[src/rtl/tcpa_pkg.sv]
// Package of the threshold CPU packing allocator: sizes, codes and types.
// No dependencies; used by every other file of the block but assert_macros.svh.
`timescale 1ns / 1ps

package tcpa_pkg;

	localparam int NODES     = 8;
	localparam int CPUS      = 32;
	localparam int FRAC_BITS = 16;
	localparam int UTIL_BITS = FRAC_BITS + 4;
	localparam int NODE_W    = $clog2(NODES);
	localparam int CPU_W     = $clog2(CPUS);
	localparam int ADDR_W    = NODE_W + CPU_W;
	localparam int DEPTH     = NODES * CPUS;
	localparam int THR_W     = 17;
	localparam int TIME_W    = 32;
	localparam int DVD_W     = TIME_W + FRAC_BITS;

	localparam logic [THR_W-1:0] THR_RESET = 17'd58982;

	typedef logic [UTIL_BITS-1:0] util_t;
	localparam util_t UTIL_MAX = '1;

	typedef logic [2:0] status_t;
	localparam status_t ST_PLACED      = 3'd0;
	localparam status_t ST_NO_WORKLOAD = 3'd1;
	localparam status_t ST_NO_TARGET   = 3'd2;
	localparam status_t ST_ABSENT      = 3'd3;
	localparam status_t ST_NO_CPUS     = 3'd4;
	localparam status_t ST_NONE_FITS   = 3'd5;
	localparam status_t ST_CONFIG      = 3'd6;

	typedef logic [1:0] action_t;
	localparam action_t ACT_CLEAR = 2'd0;
	localparam action_t ACT_LOAD  = 2'd1;
	localparam action_t ACT_PLACE = 2'd2;

endpackage

[src/rtl/tcpa_div.sv]
// Restoring divider: (runtime << FRAC_BITS) / period, one quotient bit a cycle.
// Depends on tcpa_pkg.
`timescale 1ns / 1ps

module tcpa_div (
	input  logic                         clk,
	input  logic                         arst_n,
	input  logic                         go,
	input  logic [tcpa_pkg::TIME_W-1:0]  runtime,
	input  logic [tcpa_pkg::TIME_W-1:0]  period,
	output logic                         done,
	output tcpa_pkg::util_t              quot
);

	localparam int CNT_W = $clog2(tcpa_pkg::DVD_W);

	logic                        run_q;
	logic                        done_q;
	logic [CNT_W-1:0]            cnt_q;
	logic [tcpa_pkg::TIME_W-1:0] rem_q;
	logic [tcpa_pkg::TIME_W-1:0] div_q;
	logic [tcpa_pkg::DVD_W-1:0]  dq_q;
	logic                        zero_q;

	logic [tcpa_pkg::TIME_W:0]   rem_sh;
	logic [tcpa_pkg::TIME_W:0]   diff;
	logic                        ge;

	assign rem_sh = {rem_q, dq_q[tcpa_pkg::DVD_W-1]};
	assign diff   = rem_sh - {1'b0, div_q};
	assign ge     = !diff[tcpa_pkg::TIME_W];

	always_ff @(posedge clk or negedge arst_n) begin
		if (!arst_n) begin
			run_q  <= 1'b0;
			done_q <= 1'b0;
		end else begin
			done_q <= 1'b0;
			if (go) begin
				run_q <= 1'b1;
			end else if (run_q && cnt_q == CNT_W'(0)) begin
				run_q  <= 1'b0;
				done_q <= 1'b1;
			end
		end
	end

	always_ff @(posedge clk) begin
		if (go) begin
			dq_q   <= {runtime, {tcpa_pkg::FRAC_BITS{1'b0}}};
			rem_q  <= '0;
			div_q  <= period;
			zero_q <= (period == '0);
			cnt_q  <= CNT_W'(tcpa_pkg::DVD_W - 1);
		end else if (run_q) begin
			// shift in one dividend bit, subtract when it goes
			rem_q <= ge ? diff[tcpa_pkg::TIME_W-1:0] : rem_sh[tcpa_pkg::TIME_W-1:0];
			dq_q  <= {dq_q[tcpa_pkg::DVD_W-2:0], ge};
			cnt_q <= cnt_q - CNT_W'(1);
		end
	end

	assign done = done_q;
	assign quot = zero_q ? '0 :
		(|dq_q[tcpa_pkg::DVD_W-1:tcpa_pkg::UTIL_BITS]) ? tcpa_pkg::UTIL_MAX :
		dq_q[tcpa_pkg::UTIL_BITS-1:0];

endmodule

[config.mk]
export PLATFORM = sky130hd
export DESIGN_NAME = tcpa_div
export DESIGN_NICKNAME = d
export VERILOG_FILES = /design/src/rtl/tcpa_pkg.sv /design/src/rtl/tcpa_div.sv
export SDC_FILE = /design/constraint.sdc
export NUM_CORES = 1
export LEC_CHECK = 0
export ABC_AREA = 1
export BUFFER_PORTS_ARGS = -buffer_cell sky130_fd_sc_hd__buf_2
export CAP_MARGIN = 20
export CORE_MARGIN = 10
export CORE_UTILIZATION = 60
export CTS_BUF_LIST = sky130_fd_sc_hd__clkbuf_16
export CTS_CLUSTER_DIAMETER = 100
export DETAILED_ROUTE_END_ITERATION = 10
export PLACE_DENSITY = 0.91
export REMOVE_ABC_BUFFERS = 1
export SLEW_MARGIN = 40
export SYNTH_ARGS = -nofsm -noshare
export SYNTH_HDL_FRONTEND = slang
export SYNTH_SLANG_ARGS = --single-unit
[constraint.sdc]
create_clock -name clk -period 4 [get_ports clk]
set_input_delay 0.4 -clock clk [delete_from_list [all_inputs] [get_ports clk]]
set_output_delay 0.4 -clock clk [all_outputs]
set_load 0.01 [all_outputs]
==> metrics <==
sw frac=44.8%; post-route antenna net violation count=0; initial DRC count=651; period utilization=66.8%; CP cell instances=inv_1, ha_1, fa_1, inv_1, nand2_1, nand2_1, nand3_2, nand2_4, nand2_4, nand2_4, nand2_4, nand2_4, nand2_4, nand3_4, nand2_1, nand2_1, nand2_1; Setup-failing EPs final=0; Via-to-Cell Ratio=5.33; CORE AREA=13200 sq um; Critical Path AT=3.00 ns; Clk pwr share=23.7%; Die Area=18400 sq um; Fin Clk Skew=0.00942 ns; Yosys cell types=43; DP Wirelength=15400 microns; Worst setup EP type=register; row count=42; Worst-path clk slew=0.06 ns; DIE HEIGHT=136 microns; vias in the first global route=7169; CP Buf/Inv Count=2; Clock Sinks=121; GR Overflow Total=0; Layout fillers=1063; design area=9150 sq um; RSZ-0062 raised after global routing=no; GR Util met3=7.08%; H-tree Lvls=4; Initial Util=60.8%; Main synth FF type=edfxtp_1; Mean Syn Cell Area=7.17 sq um; Startpoint Class=register; routed wire length=21100 microns; drt pass-1 iters=5; final hold vios=0; # resized after CTS=0; met2 usage=38.3%; Worst EP required=4.32 ns; largest net degree at the start of global routing=39; NetSw=2.86 mW; share of power burned in registers=27.3%; Remaining DRCs=0; Crit Path Category=reg2reg; CP max stage cell=fa_1; clock latency on the worst-skew pair=0.43 ns; synth top area cells=edfxtp_1 (24%), nand2_1 (19%), dfxtp_1 (13%); most frequent cells in the layout=nand2_1 (400), inv_1 (215), buf_2 (87); number of synthesized flops with an enable pin=65; Post-synth ARST share=1.65%; die width=136 microns; GRT met1 Usage=28.6%; I/O Pins=88; Relative slew margins=51.6%; TritonCTS Buffers=17; max-cap violations=0; largest stage delay on the critical path=0.43 ns; initial antenna violation count=3; GPL Wtd Cong=0.938; setup_tns=0 ns; Port Buffers=87; Yosys warnings=0; fin nets=1306; commonest non-fill, non-tap cell in the layout=nand2_1; Max Slew Vio Count=0; share of the synthesized area in the top cell type=24.3%; CTS tree=built; clock buffer depth=2; Mapped Area=8020 sq um; fin crit period=2.67 ns; worst ir drop on vdd=564 uV; DP Area=8550 sq um; PwrDens=699 nW/um^2; Hold Crit Class=in2reg; Root Buffer=clkbuf_16; first-pass GRT wire length=34600 microns; Logic pwr share=49.1%; synthesized flop and latch total=121; Int Power=3.52 mW; status=completed; Top Usage Layer GRT=met2; Crit path top cell by count=nand2_4; Via Count=7441; Post-Syn Instances=1119; leak pwr=4.84 nW; multi-input logic area=3950 sq um; WL per Instance=15.1 microns; critical-path maximum fanout=15; sequential share of the synthesized area=38.4%; cell family with most CP delay=simple AND/OR/NAND/NOR gates; maximum clock frequency=374 MHz; synthesis-to-finish area growth=14.0%; GR Util All Layers=23.5%; Slew @ Worst Pin=0.719 ns; share of layout cells above drive strength 1=17.2%; Synth area leader=edfxtp_1; Register Area=3080 sq um
==> final timing paths <==
kind                                 from         to  slack [ns]  cells after the start
worst max-delay path             dq_q[47]  rem_q[19]        1.33                     17
worst min-delay path            period[4]   div_q[4]        0.16                      1
worst max register to register   dq_q[47]  rem_q[19]        1.33                     17
worst min register to register   rem_q[2]   rem_q[2]        0.47                      2
max in group asynchronous          arst_n      run_q        3.63                      2
min in group asynchronous          arst_n       done        0.28                      2
==> sequential cells by signal, summed over array words and instances, names as in the netlist <==
signal  cells
cnt_q       6
div_q      32
done        1
dq_q       48
rem_q      32
run_q       1
zero_q      1
==> stage by stage <==
stage | std cells | hold WS (ns) | utilization, % | setup slack [ns] | power, mW
2_1_floorplan | 1093 | 0.104 | - | 0.572 | 4.08
3_3_place_gp | 1361 | 0.185 | 64.9 | 1.53 | 4.71
3_5_place_dp | 1361 | 0.185 | 64.9 | 1.41 | 4.79
4_1_cts | 1394 | 0.154 | 69.3 | 1.34 | 6.34
5_1_grt | 1395 | 0.145 | 69.3 | 1.17 | 6.85
6_report | 1396 | 0.158 | 69.3 | 1.33 | 6.39
==> power groups by stage <==
stage | logic [mW] | clock network (mW) | registers (mW)
5_1_grt | 3.50 | 1.58 | 1.77
2_1_floorplan | 2.38 | 0 | 1.70
6_report | 3.13 | 1.51 | 1.74
3_5_place_dp | 3.03 | 0 | 1.76
3_3_place_gp | 2.96 | 0 | 1.75
4_1_cts | 3.09 | 1.52 | 1.74
==> logic make-up (layout without fill, tap and decap cells) <==
group | Yosys count | count (layout) | synth area share, %
compound gates | 83 | 83 | 6.32
xor+xnor | 9 | 9 | 0.983
fa+ha+maj | 34 | 34 | 5.40
buf+inv | 247 | 346 | 12.4
flops | 121 | 121 | 38.4
other cells | 0 | 2 | 0
simple gates | 625 | 625 | 36.4
==> repair_timing <==
action | in CTS | in global routing
hold endpoints to repair | 2 | 0
hold buffers | 1 | 0
setup buffers | 0 | 0
==> cell usage after synthesis (3+ instances only) <==
cell type  number
a21oi_1        41
a22o_1          9
and2_1          7
buf_12          3
buf_2           3
clkbuf_1       15
dfxtp_1        54
edfxtp_1       65
ha_1           33
inv_1         214
inv_2           6
nand2_1       400
nand2_2        40
nand2_4         8
nand3_1        53
nand3_2        19
nand3_4         3
nand3b_1        9
nand4_1         9
nor2_1         40
nor3_1         11
nor4_1         16
o21ai_0        10
o21bai_1        3
o22ai_1        15
xnor2_1         6
xor2_1          3
==> layer usage <==
| metal | wire, microns | vias up |
|---|---|---|
| li1 | - | 3678 |
| met1 | 8650 | 3381 |
| met2 | 10100 | 323 |
| met3 | 1840 | 57 |
| met4 | 500 | 2 |
| met5 | 7 | - |
==> final cells by class <==
| type | count | area share (%) |
|---|---|---|
| well taps | 176 | 2.41 |
| clock buffers | 17 | 4.65 |
| diodes | 2 | 0.0547 |
| flip-flops and latches | 121 | 33.7 |
| clock inverters | 15 | 1.64 |
| multi-input cells | 751 | 43.2 |
| inverters | 221 | 9.07 |
| repair buffers | 93 | 5.28 |
Power figures use the tool's default switching activity.
